[config.mk]
export PLATFORM = sky130hd
export DESIGN_NAME = sampled_pid_speed_to_duty_top
export DESIGN_NICKNAME = d
export VERILOG_FILES = /design/src/hw/rtl/spd_pkg.sv /design/src/hw/rtl/spd_serial_mac.sv /design/src/hw/rtl/spd_serial_div.sv /design/src/hw/rtl/sampled_pid_speed_to_duty_top.sv
export SDC_FILE = /design/constraint.sdc
export NUM_CORES = 2
export LEC_CHECK = 0
export ABC_AREA = 0
export BUFFER_PORTS_ARGS = -buffer_cell sky130_fd_sc_hd__buf_2
export CORE_ASPECT_RATIO = 1.5
export CORE_MARGIN = 4
export CORE_UTILIZATION = 25
export CTS_CLUSTER_SIZE = 24
export DETAILED_ROUTE_END_ITERATION = 16
export PLACE_DENSITY_LB_ADDON = 0.12
export SYNTH_ARGS = -nofsm -noshare
export SYNTH_HDL_FRONTEND = slang
export SYNTH_SLANG_ARGS = --single-unit
[constraint.sdc]
create_clock -name clk -period 10.8 [get_ports clk]
set_clock_uncertainty 0.1 [all_clocks]
set_input_delay 1.08 -clock clk [delete_from_list [all_inputs] [get_ports clk]]
set_output_delay 1.08 -clock clk [all_outputs]
set_load 0.03 [all_outputs]
[src/hw/rtl/spd_pkg.sv]
package spd_pkg;

  // field and datapath widths
  localparam int RPM_W     = 16;
  localparam int GAIN_W    = 16;
  localparam int ERR_W     = 17;
  localparam int DLT_W     = 18;
  localparam int SUM_W     = 32;
  localparam int ACC_W     = 50;
  localparam int DIV_NUM_W = 24;
  localparam int DIV_DEN_W = 16;
  localparam int DUTY_W    = 8;
  localparam int CFG_IDX_W = 3;

  // full-scale duty
  localparam int DUTY_FULL = 255;

  // register indexes
  localparam logic [CFG_IDX_W-1:0] CFG_MODE          = 3'd0;
  localparam logic [CFG_IDX_W-1:0] CFG_SAMPLE_PERIOD = 3'd1;
  localparam logic [CFG_IDX_W-1:0] CFG_TARGET_RPM    = 3'd2;
  localparam logic [CFG_IDX_W-1:0] CFG_MAX_RPM       = 3'd3;
  localparam logic [CFG_IDX_W-1:0] CFG_MIN_RPM       = 3'd4;
  localparam logic [CFG_IDX_W-1:0] CFG_KP            = 3'd5;
  localparam logic [CFG_IDX_W-1:0] CFG_KI            = 3'd6;
  localparam logic [CFG_IDX_W-1:0] CFG_KD            = 3'd7;

  typedef struct packed {
    logic             run;
    logic [RPM_W-1:0] measured_rpm;
  } in_item_t;

  typedef struct packed {
    logic              duty_valid;
    logic [DUTY_W-1:0] duty;
    logic [RPM_W-1:0]  commanded_rpm;
  } out_item_t;

  // command to the serial multiplier
  typedef struct packed {
    logic start;
    logic clear;
  } mac_cmd_t;

endpackage

[src/hw/rtl/spd_serial_mac.sv]
// Shift-add multiply-accumulate, one gain bit per cycle, LSB first.
module spd_serial_mac (
  input  logic                               clk,
  input  logic                               rst,
  input  spd_pkg::mac_cmd_t                  cmd,
  input  logic signed [spd_pkg::SUM_W-1:0]   operand,
  input  logic [spd_pkg::GAIN_W-1:0]         gain,
  output logic                               done,
  output logic signed [spd_pkg::ACC_W-1:0]   acc
);
  import spd_pkg::*;

  localparam int CNT_W = $clog2(GAIN_W);

  logic                    busy;
  logic [CNT_W-1:0]        cnt;
  logic signed [ACC_W-1:0] opnd;
  logic [GAIN_W-1:0]       gain_sh;

  always_ff @(posedge clk) begin
    if (rst) begin
      busy <= 1'b0;
      done <= 1'b0;
      cnt  <= '0;
    end else begin
      done <= 1'b0;
      if (cmd.start) begin
        busy <= 1'b1;
        cnt  <= '0;
      end else if (busy) begin
        cnt <= cnt + 1'b1;
        if (cnt == CNT_W'(GAIN_W - 1)) begin
          busy <= 1'b0;
          done <= 1'b1;
        end
      end
    end
  end

  // datapath
  always_ff @(posedge clk) begin
    if (cmd.start) begin
      opnd    <= {{(ACC_W-SUM_W){operand[SUM_W-1]}}, operand};
      gain_sh <= gain;
      if (cmd.clear) begin
        acc <= '0;
      end
    end else if (busy) begin
      if (gain_sh[0]) begin
        acc <= acc + opnd;
      end
      opnd    <= opnd <<< 1;
      gain_sh <= gain_sh >> 1;
    end
  end

endmodule

[src/hw/rtl/spd_serial_div.sv]
// Restoring divider, one quotient bit per cycle.
module spd_serial_div (
  input  logic                             clk,
  input  logic                             rst,
  input  logic                             start,
  input  logic [spd_pkg::DIV_NUM_W-1:0]    num,
  input  logic [spd_pkg::DIV_DEN_W-1:0]    den,
  output logic                             done,
  output logic [spd_pkg::DIV_NUM_W-1:0]    quot
);
  import spd_pkg::*;

  localparam int CNT_W = $clog2(DIV_NUM_W);

  logic                 busy;
  logic [CNT_W-1:0]     cnt;
  logic [DIV_DEN_W-1:0] rem;
  logic [DIV_DEN_W-1:0] den_q;
  logic [DIV_DEN_W:0]   trial;
  logic                 fits;

  // quotient bits shift in behind the numerator
  assign trial = {rem, quot[DIV_NUM_W-1]};
  assign fits  = (trial >= {1'b0, den_q});

  always_ff @(posedge clk) begin
    if (rst) begin
      busy <= 1'b0;
      done <= 1'b0;
      cnt  <= '0;
    end else begin
      done <= 1'b0;
      if (start) begin
        busy <= 1'b1;
        cnt  <= '0;
      end else if (busy) begin
        cnt <= cnt + 1'b1;
        if (cnt == CNT_W'(DIV_NUM_W - 1)) begin
          busy <= 1'b0;
          done <= 1'b1;
        end
      end
    end
  end

  always_ff @(posedge clk) begin
    if (start) begin
      quot  <= num;
      den_q <= den;
      rem   <= '0;
    end else if (busy) begin
      if (fits) begin
        rem <= DIV_DEN_W'(trial - {1'b0, den_q});
      end else begin
        rem <= trial[DIV_DEN_W-1:0];
      end
      quot <= {quot[DIV_NUM_W-2:0], fits};
    end
  end

endmodule

[src/hw/rtl/sampled_pid_speed_to_duty_top.sv]
// Sampled PID speed controller. Each input transfer is one 1 ms tick with a
// run flag and the measured speed; each tick yields exactly one output
// transfer. A low run flag (or any register write) returns the controller to
// its init phase and clears the tick count; the integral and last-error state
// are kept. With mode 0 the controller enters protect and runs a PID step
// once the tick count exceeds sample_period; that result carries
// duty_valid = 1, the clamped rpm and duty = rpm * 255 / max_rpm (saturated,
// 0 when max_rpm is 0). All other ticks give an all-zero result.
// Sequence: a tick without a PID step goes from idle straight to the output
// state. A PID step runs the serial divider for the integral limit
// max_rpm*256/ki, three passes of the shift-add multiplier (kp, ki, kd
// terms), a clamp state, a second divider pass for the duty scaling and the
// output state, which moves the result to the output register. One tick is
// processed at a time; the next input transfer is taken once the result has
// moved to the output register, even if the sink has not taken it yet. A
// stalled sink holds the block in its output state.
module sampled_pid_speed_to_duty_top (
  input  logic                             clk,
  input  logic                             rst,
  // tick input
  input  logic                             in_valid,
  output logic                             in_ready,
  input  spd_pkg::in_item_t                in_data,
  // result output
  output logic                             out_valid,
  input  logic                             out_ready,
  output spd_pkg::out_item_t               out_data,
  // register write port
  input  logic                             cfg_write,
  input  logic [spd_pkg::CFG_IDX_W-1:0]    cfg_index,
  input  logic [spd_pkg::RPM_W-1:0]        cfg_data
);
  import spd_pkg::*;

  typedef enum logic [1:0] {
    PH_INIT    = 2'd0,
    PH_PROTECT = 2'd1,
    PH_RELEASE = 2'd2
  } phase_t;

  typedef enum logic [2:0] {
    S_IDLE,
    S_LIM,
    S_MUL_P,
    S_MUL_I,
    S_MUL_D,
    S_CLAMP,
    S_DUTY,
    S_EMIT
  } state_t;

  localparam int R_W = ACC_W - 8;

  // configuration registers
  logic              mode;
  logic [RPM_W-1:0]  sample_period;
  logic [RPM_W-1:0]  target_rpm;
  logic [RPM_W-1:0]  max_rpm;
  logic [RPM_W-1:0]  min_rpm;
  logic [GAIN_W-1:0] kp;
  logic [GAIN_W-1:0] ki;
  logic [GAIN_W-1:0] kd;

  // controller state
  state_t            state;
  phase_t            phase;
  logic [RPM_W-1:0]  tick_count;
  logic signed [SUM_W-1:0] error_sum;
  logic signed [ERR_W-1:0] last_error;

  // working registers of one step
  logic signed [ERR_W-1:0] err;
  logic signed [SUM_W-1:0] psum;
  logic signed [DLT_W-1:0] dlt;
  logic [RPM_W-1:0]        rpm;
  out_item_t               res;

  // unit controls
  mac_cmd_t                mac_cmd;
  logic signed [SUM_W-1:0] mac_opnd;
  logic [GAIN_W-1:0]       mac_gain;
  logic                    mac_done;
  logic signed [ACC_W-1:0] mac_acc;
  logic                    div_start;
  logic [DIV_NUM_W-1:0]    div_num;
  logic [DIV_DEN_W-1:0]    div_den;
  logic                    div_done;
  logic [DIV_NUM_W-1:0]    div_quot;

  // combinational helpers
  logic [RPM_W-1:0]        tick_inc;
  logic signed [ERR_W-1:0] err_in;
  logic signed [SUM_W:0]   sum_wide;
  logic signed [SUM_W-1:0] sum_sat;
  logic signed [SUM_W-1:0] sum_lim;
  logic signed [R_W-1:0]   r_val;
  logic [RPM_W-1:0]        rpm_clamp;

  assign in_ready = (state == S_IDLE);

  assign tick_inc = (tick_count == '1) ? tick_count : tick_count + 1'b1;
  assign err_in   = $signed({1'b0, target_rpm}) - $signed({1'b0, in_data.measured_rpm});

  // saturating integral update
  assign sum_wide = {error_sum[SUM_W-1], error_sum}
                  + {{(SUM_W+1-ERR_W){err_in[ERR_W-1]}}, err_in};
  always_comb begin
    if (sum_wide[SUM_W] != sum_wide[SUM_W-1]) begin
      sum_sat = sum_wide[SUM_W] ? {1'b1, {(SUM_W-1){1'b0}}} : {1'b0, {(SUM_W-1){1'b1}}};
    end else begin
      sum_sat = sum_wide[SUM_W-1:0];
    end
  end

  // upper clamp of the integral at max_rpm*256/ki
  always_comb begin
    sum_lim = psum;
    if ((ki != '0) && (psum > $signed({{(SUM_W-DIV_NUM_W){1'b0}}, div_quot}))) begin
      sum_lim = $signed({{(SUM_W-DIV_NUM_W){1'b0}}, div_quot});
    end
  end

  // floor(acc / 256), then output clamp
  assign r_val = mac_acc[ACC_W-1:8];
  always_comb begin
    if (r_val > $signed({{(R_W-RPM_W){1'b0}}, max_rpm})) begin
      rpm_clamp = max_rpm;
    end else if (r_val < $signed({{(R_W-RPM_W){1'b0}}, min_rpm})) begin
      rpm_clamp = min_rpm;
    end else begin
      rpm_clamp = r_val[RPM_W-1:0];
    end
  end

  spd_serial_mac u_mac (
    .clk     (clk),
    .rst     (rst),
    .cmd     (mac_cmd),
    .operand (mac_opnd),
    .gain    (mac_gain),
    .done    (mac_done),
    .acc     (mac_acc)
  );

  spd_serial_div u_div (
    .clk   (clk),
    .rst   (rst),
    .start (div_start),
    .num   (div_num),
    .den   (div_den),
    .done  (div_done),
    .quot  (div_quot)
  );

  always_ff @(posedge clk) begin
    if (rst) begin
      mode          <= 1'b0;
      sample_period <= 16'd10;
      target_rpm    <= '0;
      max_rpm       <= 16'd3000;
      min_rpm       <= '0;
      kp            <= 16'd256;
      ki            <= '0;
      kd            <= '0;
      state         <= S_IDLE;
      phase         <= PH_INIT;
      tick_count    <= '0;
      error_sum     <= '0;
      last_error    <= '0;
      out_valid     <= 1'b0;
      mac_cmd       <= '0;
      div_start     <= 1'b0;
    end else begin
      mac_cmd   <= '0;
      div_start <= 1'b0;

      if (out_valid && out_ready) begin
        out_valid <= 1'b0;
      end

      // register writes must only arrive while idle; not enforced by the block
      if (cfg_write) begin
        unique case (cfg_index)
          CFG_MODE:          mode          <= cfg_data[0];
          CFG_SAMPLE_PERIOD: sample_period <= cfg_data;
          CFG_TARGET_RPM:    target_rpm    <= cfg_data;
          CFG_MAX_RPM:       max_rpm       <= cfg_data;
          CFG_MIN_RPM:       min_rpm       <= cfg_data;
          CFG_KP:            kp            <= cfg_data;
          CFG_KI:            ki            <= cfg_data;
          CFG_KD:            kd            <= cfg_data;
        endcase
        phase      <= PH_INIT;
        tick_count <= '0;
      end

      unique case (state)
        S_IDLE: begin
          if (in_valid) begin
            res   <= '0;
            state <= S_EMIT;
            if (!in_data.run) begin
              phase      <= PH_INIT;
              tick_count <= '0;
            end else begin
              case (phase)
                PH_INIT: begin
                  phase      <= mode ? PH_RELEASE : PH_PROTECT;
                  tick_count <= '0;
                end
                PH_PROTECT: begin
                  if (tick_inc > sample_period) begin
                    tick_count <= '0;
                    err        <= err_in;
                    psum       <= sum_sat;
                    div_num    <= {max_rpm, 8'd0};
                    div_den    <= ki;
                    div_start  <= 1'b1;
                    state      <= S_LIM;
                  end else begin
                    tick_count <= tick_inc;
                  end
                end
                PH_RELEASE: tick_count <= tick_inc;
                default:    tick_count <= tick_inc;
              endcase
            end
          end
        end

        S_LIM: begin
          if (div_done) begin
            error_sum  <= sum_lim;
            last_error <= err;
            dlt        <= DLT_W'(err) - DLT_W'(last_error);
            mac_opnd   <= SUM_W'(err);
            mac_gain   <= kp;
            mac_cmd    <= '{start: 1'b1, clear: 1'b1};
            state      <= S_MUL_P;
          end
        end

        S_MUL_P: begin
          if (mac_done) begin
            mac_opnd <= error_sum;
            mac_gain <= ki;
            mac_cmd  <= '{start: 1'b1, clear: 1'b0};
            state    <= S_MUL_I;
          end
        end

        S_MUL_I: begin
          if (mac_done) begin
            mac_opnd <= SUM_W'(dlt);
            mac_gain <= kd;
            mac_cmd  <= '{start: 1'b1, clear: 1'b0};
            state    <= S_MUL_D;
          end
        end

        S_MUL_D: begin
          if (mac_done) begin
            state <= S_CLAMP;
          end
        end

        S_CLAMP: begin
          rpm       <= rpm_clamp;
          div_num   <= DIV_NUM_W'(rpm_clamp * DIV_NUM_W'(DUTY_FULL));
          div_den   <= max_rpm;
          div_start <= 1'b1;
          state     <= S_DUTY;
        end

        S_DUTY: begin
          if (div_done) begin
            res.duty_valid    <= 1'b1;
            res.commanded_rpm <= rpm;
            if (max_rpm == '0) begin
              res.duty <= '0;
            end else if (div_quot > DIV_NUM_W'(255)) begin
              res.duty <= '1;
            end else begin
              res.duty <= div_quot[DUTY_W-1:0];
            end
            state <= S_EMIT;
          end
        end

        S_EMIT: begin
          if (!out_valid || out_ready) begin
            out_data  <= res;
            out_valid <= 1'b1;
            state     <= S_IDLE;
          end
        end

        default: state <= S_IDLE;
      endcase
    end
  end

endmodule

* Word level (Yosys, flattened, before mapping)
Cells that the tools add are included.
Storage, ports and cells: bits in registers 593, input bits 41
Cells by class: add/subtract/negate cells 8, multiply operators 1, order comparisons 6, eq/ne operators 30, multiplexer cells 82, bitwise logic cells 3, reductions and logical operators 38
Operators by type and width (number):
- $mux 50 | 6
- $mux 16 | 18
- $mux 32 | 6
- $mux 24 | 6
- $pmux 32 s3 | 1
- $pmux 16 s2 | 2
- $add 50x50->50 | 1
- $mux 25 | 2
- $pmux 25 s2 | 1
- $pmux 16 s3 | 1
- $pmux 24 s2 | 1
- $gt 42x17->1 | 1
- $lt 42x17->1 | 1
- $add 32x17->33 | 1
- $gt 32x25->1 | 1
- $mux 3 | 10
- $eq 3x3->1 const B | 8
- $gt 24x8->1 const B | 1
- $mul 16x8->24 const B | 1
- $pmux 3 s8 | 1
- $reduce_and 2->1 | 10
- $sub 17x17->18 | 1
- $ge 17x16->1 | 1
- $sub 16x16->17 | 1
- 36 further kinds | 85

* Logic depth before layout (Yosys ltp)
depth after elaboration 8, depth in mapped cells 32

* By module
Synthesis repeated with hierarchy kept, for this count alone.
Unflattened totals: cell total of the unflattened synthesis 3516, area, all modules 34657.0 um^2
Modules (own cells, without submodules):
- sampled_pid_speed_to_duty_top | times used 1, cells each 2533, area an instance 23871.6 um^2, seq. area each 10380.0 um^2
- spd_serial_mac | times used 1, cells each 662, area an instance 7320.8 um^2, seq. area each 3603.5 um^2
- spd_serial_div | times used 1, cells each 321, area an instance 3464.6 um^2, seq. area each 1661.6 um^2

* Least setup slack after synthesis
OpenSTA, ideal clock, no wires.
path type reg2reg, from register max_rpm[5], to register div_num[22], data pin, setup time 0.270 ns, arrival time 7.070 ns, setup slack 3.360 ns, stages on the path, launching flop included 30, buffers on the path 2, period minus slack after synthesis 7.440 ns, cells stage by stage dfxtp_1 -> inv_1 -> ha_1 -> nand4_1 -> nor2_1 -> a211oi_1 -> o21ai_0 -> a41oi_1 -> a311oi_1 -> buf_6 -> buf_1 -> mux2i_1 -> inv_1 -> fa_1 -> inv_1 -> fa_1 -> inv_1 -> fa_1 -> inv_1 -> fa_1 -> inv_1 -> ha_1 -> and3_1 -> a211oi_1 -> o21bai_1 -> a311oi_1 -> o31ai_1 -> o31ai_1 -> mux2i_1 -> o211ai_1
On the way: cells in the longest elaborated chain, start to end 4
RTL lines:
- start, declared | RTL line sampled_pid_speed_to_duty_top.sv:58 | logic [RPM_W-1:0] max_rpm;
- start signal, assigned | RTL line sampled_pid_speed_to_duty_top.sv:187 | CFG_MAX_RPM: max_rpm <= cfg_data;
- $gt 42x17->1 | RTL line sampled_pid_speed_to_duty_top.sv:126 | if (r_val > $signed({{(R_W-RPM_W){1'b0}}, max_rpm})) begin
- $mux 16 | RTL line sampled_pid_speed_to_duty_top.sv:126
- net rpm_clamp[8] | RTL line sampled_pid_speed_to_duty_top.sv:97 | logic [RPM_W-1:0] rpm_clamp;
- $mul 16x8->24 | RTL line sampled_pid_speed_to_duty_top.sv:269 | div_num <= DIV_NUM_W'(rpm_clamp * DIV_NUM_W'(DUTY_FULL));
- $pmux 24 s2 | RTL line sampled_pid_speed_to_duty_top.sv:197 | unique case (state)
- end signal, assigned | RTL line sampled_pid_speed_to_duty_top.sv:216 | div_num <= {max_rpm, 8'd0};
- end signal, assigned | RTL line sampled_pid_speed_to_duty_top.sv:269
- end, declared | RTL line sampled_pid_speed_to_duty_top.sv:85 | logic [DIV_NUM_W-1:0] div_num;
The timed path passes the listed nets, and every way through them passes these cells. A chain may end at the register's enable or synchronous reset.

* Worst setup path in the final report
from register u_mac.acc[29] (netlist name), to register div_num[22], data pin
On the way: cells in the longest elaborated chain, start to end 5
RTL lines:
- start, declared | RTL line spd_serial_mac.sv:9 | output logic signed [spd_pkg::ACC_W-1:0] acc
- start signal, assigned | RTL line spd_serial_mac.sv:50 | acc <= acc + opnd;
- $lt 42x17->1 | RTL line sampled_pid_speed_to_duty_top.sv:128 | end else if (r_val < $signed({{(R_W-RPM_W){1'b0}}, min_rpm})) begin
- $mux 16 | RTL line sampled_pid_speed_to_duty_top.sv:128
- $mux 16 * | RTL line sampled_pid_speed_to_duty_top.sv:126
- net rpm_clamp[8] | RTL line sampled_pid_speed_to_duty_top.sv:97
- $mul 16x8->24 * | RTL line sampled_pid_speed_to_duty_top.sv:269
- $pmux 24 s2 * | RTL line sampled_pid_speed_to_duty_top.sv:197
The timed path passes the listed nets; every way through them passes the cells marked *.

==> flow_metrics.env <==
export IMPL_status="finished, final reports clean"
export IMPL_cp_start_kind="flip-flop"
export IMPL_r2r_end="div_num[22]"
export IMPL_synth_top_cell_area_share_pct=32.8
export IMPL_yosys_warnings=0
export IMPL_syn_to_final_growth_pct=13.5
export IMPL_grt_overflow=0
export IMPL_drt_iter0_drc=1421
export IMPL_maxCapViolations=0
export IMPL_pwr_share_clk_pct=37.8
export IMPL_antenna_found_initial=4
export IMPL_r2r_slack_ns=2.21
export IMPL_critPathKind="flip-flop to flip-flop"
export IMPL_max_slew_margin_rel_pct=23.7
export IMPL_pin_count=68
export IMPL_synth_edf_count=377
export IMPL_grt_use_total_pct=15.5
export IMPL_worst_pin_slew_ns=1.14
export IMPL_timing_final_crit_share_pct=79.6
export IMPL_synth_top_flop_cell="edfxtp_1"
export IMPL_power_switching_uw=1910
export IMPL_synth_cells=3514
export IMPL_drc=0
export IMPL_rsz0062_at_grt="no"
export IMPL_postCtsSetupRepairBufs=0
export IMPL_cp_data_required_time_ns=11.08
export IMPL_async_reset_ff_share_pct=0
export IMPL_firstDrtPassIters=5
export IMPL_worst_path_max_fanout=16
export IMPL_die_w_um=311
export IMPL_final_common_cell="nand2_1"
export IMPL_synth_seq_cells=593
export IMPL_synth_top_cell_by_area="edfxtp_1"
export IMPL_fmaxAchievable_ghz=0.116
export IMPL_routed_wl_um=113000
export IMPL_gp_congestion=0.820
export IMPL_synth_xor_area_share_pct=3.75
export IMPL_vias_per_cell=4.69
export IMPL_final_layout_size_suffix_gt1_share_pct=9.29
export IMPL_finalNetCount=3913
export IMPL_synth_top_family_by_area="compound AO/OA/AOI/OAI gates"
export IMPL_clockBufferDepth=3
export IMPL_clk_latency_ns=0.66
export IMPL_hold_violations=0
export IMPL_dieArea_sq_um=144000
export IMPL_postSynthAreaPerCell_sq_um=9.83
export IMPL_regArea_sq_um=15700
export IMPL_end_kind="flip-flop"
export IMPL_dr_total_vias=25200
export IMPL_wire_per_inst_um=20.9
export IMPL_synth_compound_area_share_pct=15.3
export IMPL_antenna_left=0
export IMPL_synth_simple_area_share_pct=13.3
export IMPL_synth_area_sq_um=34500
export IMPL_initial_core_util_pct=25.2
export IMPL_worstHoldPathType="flip-flop to flip-flop"
export IMPL_synthMuxAreaShare_pct=4.10
export IMPL_core_sq_um=137000
export IMPL_clockRootBuffer="clkbuf_16"
export IMPL_synth_seq_area_share_pct=45.3
export IMPL_leakage_uw=0.0154
export IMPL_numPortBuffers=67
export IMPL_synthAdderAreaFrac_pct=13.3
export IMPL_p_int_uw=4380
export IMPL_sw_frac_of_total_pct=30.4
export IMPL_clkTransAtPathRegs_ns=0.07
export IMPL_htreeDepth=3
export IMPL_grt_first_pass_wirelength_um=170000
export IMPL_crit_start="u_mac.acc[29]"
export IMPL_multiInputGateArea_sq_um=17300
export IMPL_fp_dieH_um=463
export IMPL_cts_hold_buf=0
export IMPL_setup_tns_final_ns=0
export IMPL_grt_max_degree=74
export IMPL_p_comb_share_pct=20.0
export IMPL_fin_crit_ns=8.59
export IMPL_crit_path_end="div_num[22]"
export IMPL_reg2regPathDepth=26
export IMPL_slew_viol_final=0
export IMPL_synthTopCellsByArea="edfxtp_1 33%, dfxtp_1 13%, ha_1 9.2%"
export IMPL_setup_violations_final=0
export IMPL_final_cell_mix="488 x nand2_1, 377 x edfxtp_1, 308 x inv_1, 295 x a21oi_1, 255 x ha_1"
export IMPL_cts_tree="yes"
export IMPL_r2r_start="u_mac.acc[29]"
export IMPL_rows=166
export IMPL_seqPwrFrac_pct=42.2
export IMPL_grt_pass1_vias=26500
export IMPL_power_density_nw_per_um2=160
export IMPL_crit_arrival_ns=8.87
export IMPL_cts_resized=0
export IMPL_cts_buffers=69
export IMPL_nFillCells=14300
export IMPL_syn_nets=3877
export IMPL_clock_sinks=593
export IMPL_synth_cell_types=89
export IMPL_hpwl_um=83700
export IMPL_final_core_util_pct=28.6
export IMPL_vdd_ir_drop_max_mv=0.135
-- area by class of cell --
class | count | area share, %
tap | 1764 | 5.63
timing repair buffer | 101 | 1.52
sequential | 593 | 39.9
inverter | 310 | 2.97
multi-input combinational | 2475 | 44.2
antenna | 1 | 0.00639
clock inverter | 21 | 0.444
clock buffer | 106 | 5.31
-- critical path: stages, from the launching register on --
cell and delay, ns:
edfxtp_1 0.41, nor4_2 0.41, nand2_1 0.16, nor4_2 0.46, and2_1 0.22, a31oi_1 0.12
a21oi_4 0.52, mux2_2 0.41, mux2i_1 0.56, inv_1 0.27, fa_1 0.62, inv_1 0.09
fa_1 0.53, inv_1 0.05, fa_1 0.52, inv_1 0.05, fa_1 0.53, inv_1 0.04
ha_1 0.36, and3_1 0.20, a211oi_1 0.37, o21bai_1 0.21, a311oi_1 0.37, o31ai_1 0.15
o31ai_1 0.26, mux2i_1 0.22, o211ai_1 0.10
-- routing by layer --
layer	GRT usage, %	wire, um	up-vias	part of all wire [%]
li1	-	-	12500	-
met1	18.0	46700	12300	42
met2	29.4	60200	300	53
met3	1.74	2620	100	2.3
met4	4.87	3020	0	2.7
met5	0	0	-	0
-- how the worst min path moves through the flow --
stage	start	to	slack, ns	cells after the start
final	res[22]	out_data[22]	0.32	0
after global routing	res[22]	out_data[22]	0.32	0
after CTS	res[7]	out_data[7]	0.32	0
after detailed placement	res[16]	out_data[16]	0.30	0
after global placement	div_den[4]	u_div.den_q[4]	0.30	0
after floorplan	res[0]	out_data[0]	0.30	0
-- cell families after synthesis --
logic type                 Yosys count
buffers and inverters              446
and+or+nand+nor                   1038
adders and majority gates          329
DFF                                593
AOI/OAI and AO/OA                  835
muxes                              127
xor gates and xnor gates           146
-- cell usage after synthesis, drive strengths merged (4+ instances only) --
library cell	count
a21oi	299
nor3	53
clkbuf	112
and3	37
dfxtp	216
a41oi	4
o211ai	21
ha	255
a311oi	5
a2111oi	5
mux2i	63
a21o	105
a211oi	65
xor2	58
edfxtp	377
a221o	4
nand2	490
nand2b	23
a31oi	24
a21boi	7
inv	310
and2	11
buf	24
nand3	54
o21a	29
nand4	30
o21bai	11
a211o	6
or3	11
fa	67
nor2	246
mux2	64
o41ai	8
o31ai	13
and4	4
nor4	24
a221oi	4
nor3b	6
maj3	7
xnor2	88
a22oi	41
or2	8
o21ai	163
nor2b	31
-- power groups by stage --
stage	Clock [uW]	Combinational, uW	Sequential (uW)
6_report	2380	1260	2650
2_1_floorplan	0	882	2680
3_3_place_gp	0	1280	2700
3_5_place_dp	0	1280	2700
5_1_grt	2570	1410	2660
4_1_cts	2480	1280	2650
-- through the flow --
step / area (sq um) / cells / worst slack, ns / total power, uW / hold WS, ns
6_report: 39200 / 5371 / 2.21 / 6290 / 0.319
3_5_place_dp: 36900 / 5243 / 2.14 / 3980 / 0.305
3_3_place_gp: 36900 / 5243 / 2.21 / 3980 / 0.303
2_1_floorplan: 34500 / 3514 / 3.36 / 3560 / 0.300
5_1_grt: 39200 / 5371 / 1.64 / 6640 / 0.323
4_1_cts: 39200 / 5370 / 2.14 / 6420 / 0.320
-- state kept, by name, summed over array words and instances (netlist names), 17 cells and up --
register,count
psum,32
u_mac.opnd,50
mac_opnd,32
error_sum,32
out_data,25
u_mac.acc,50
last_error,17
div_num,24
err,17
res,25
dlt,18
u_div.quot,24
No activity file was read; power rests on OpenSTA's default activity.
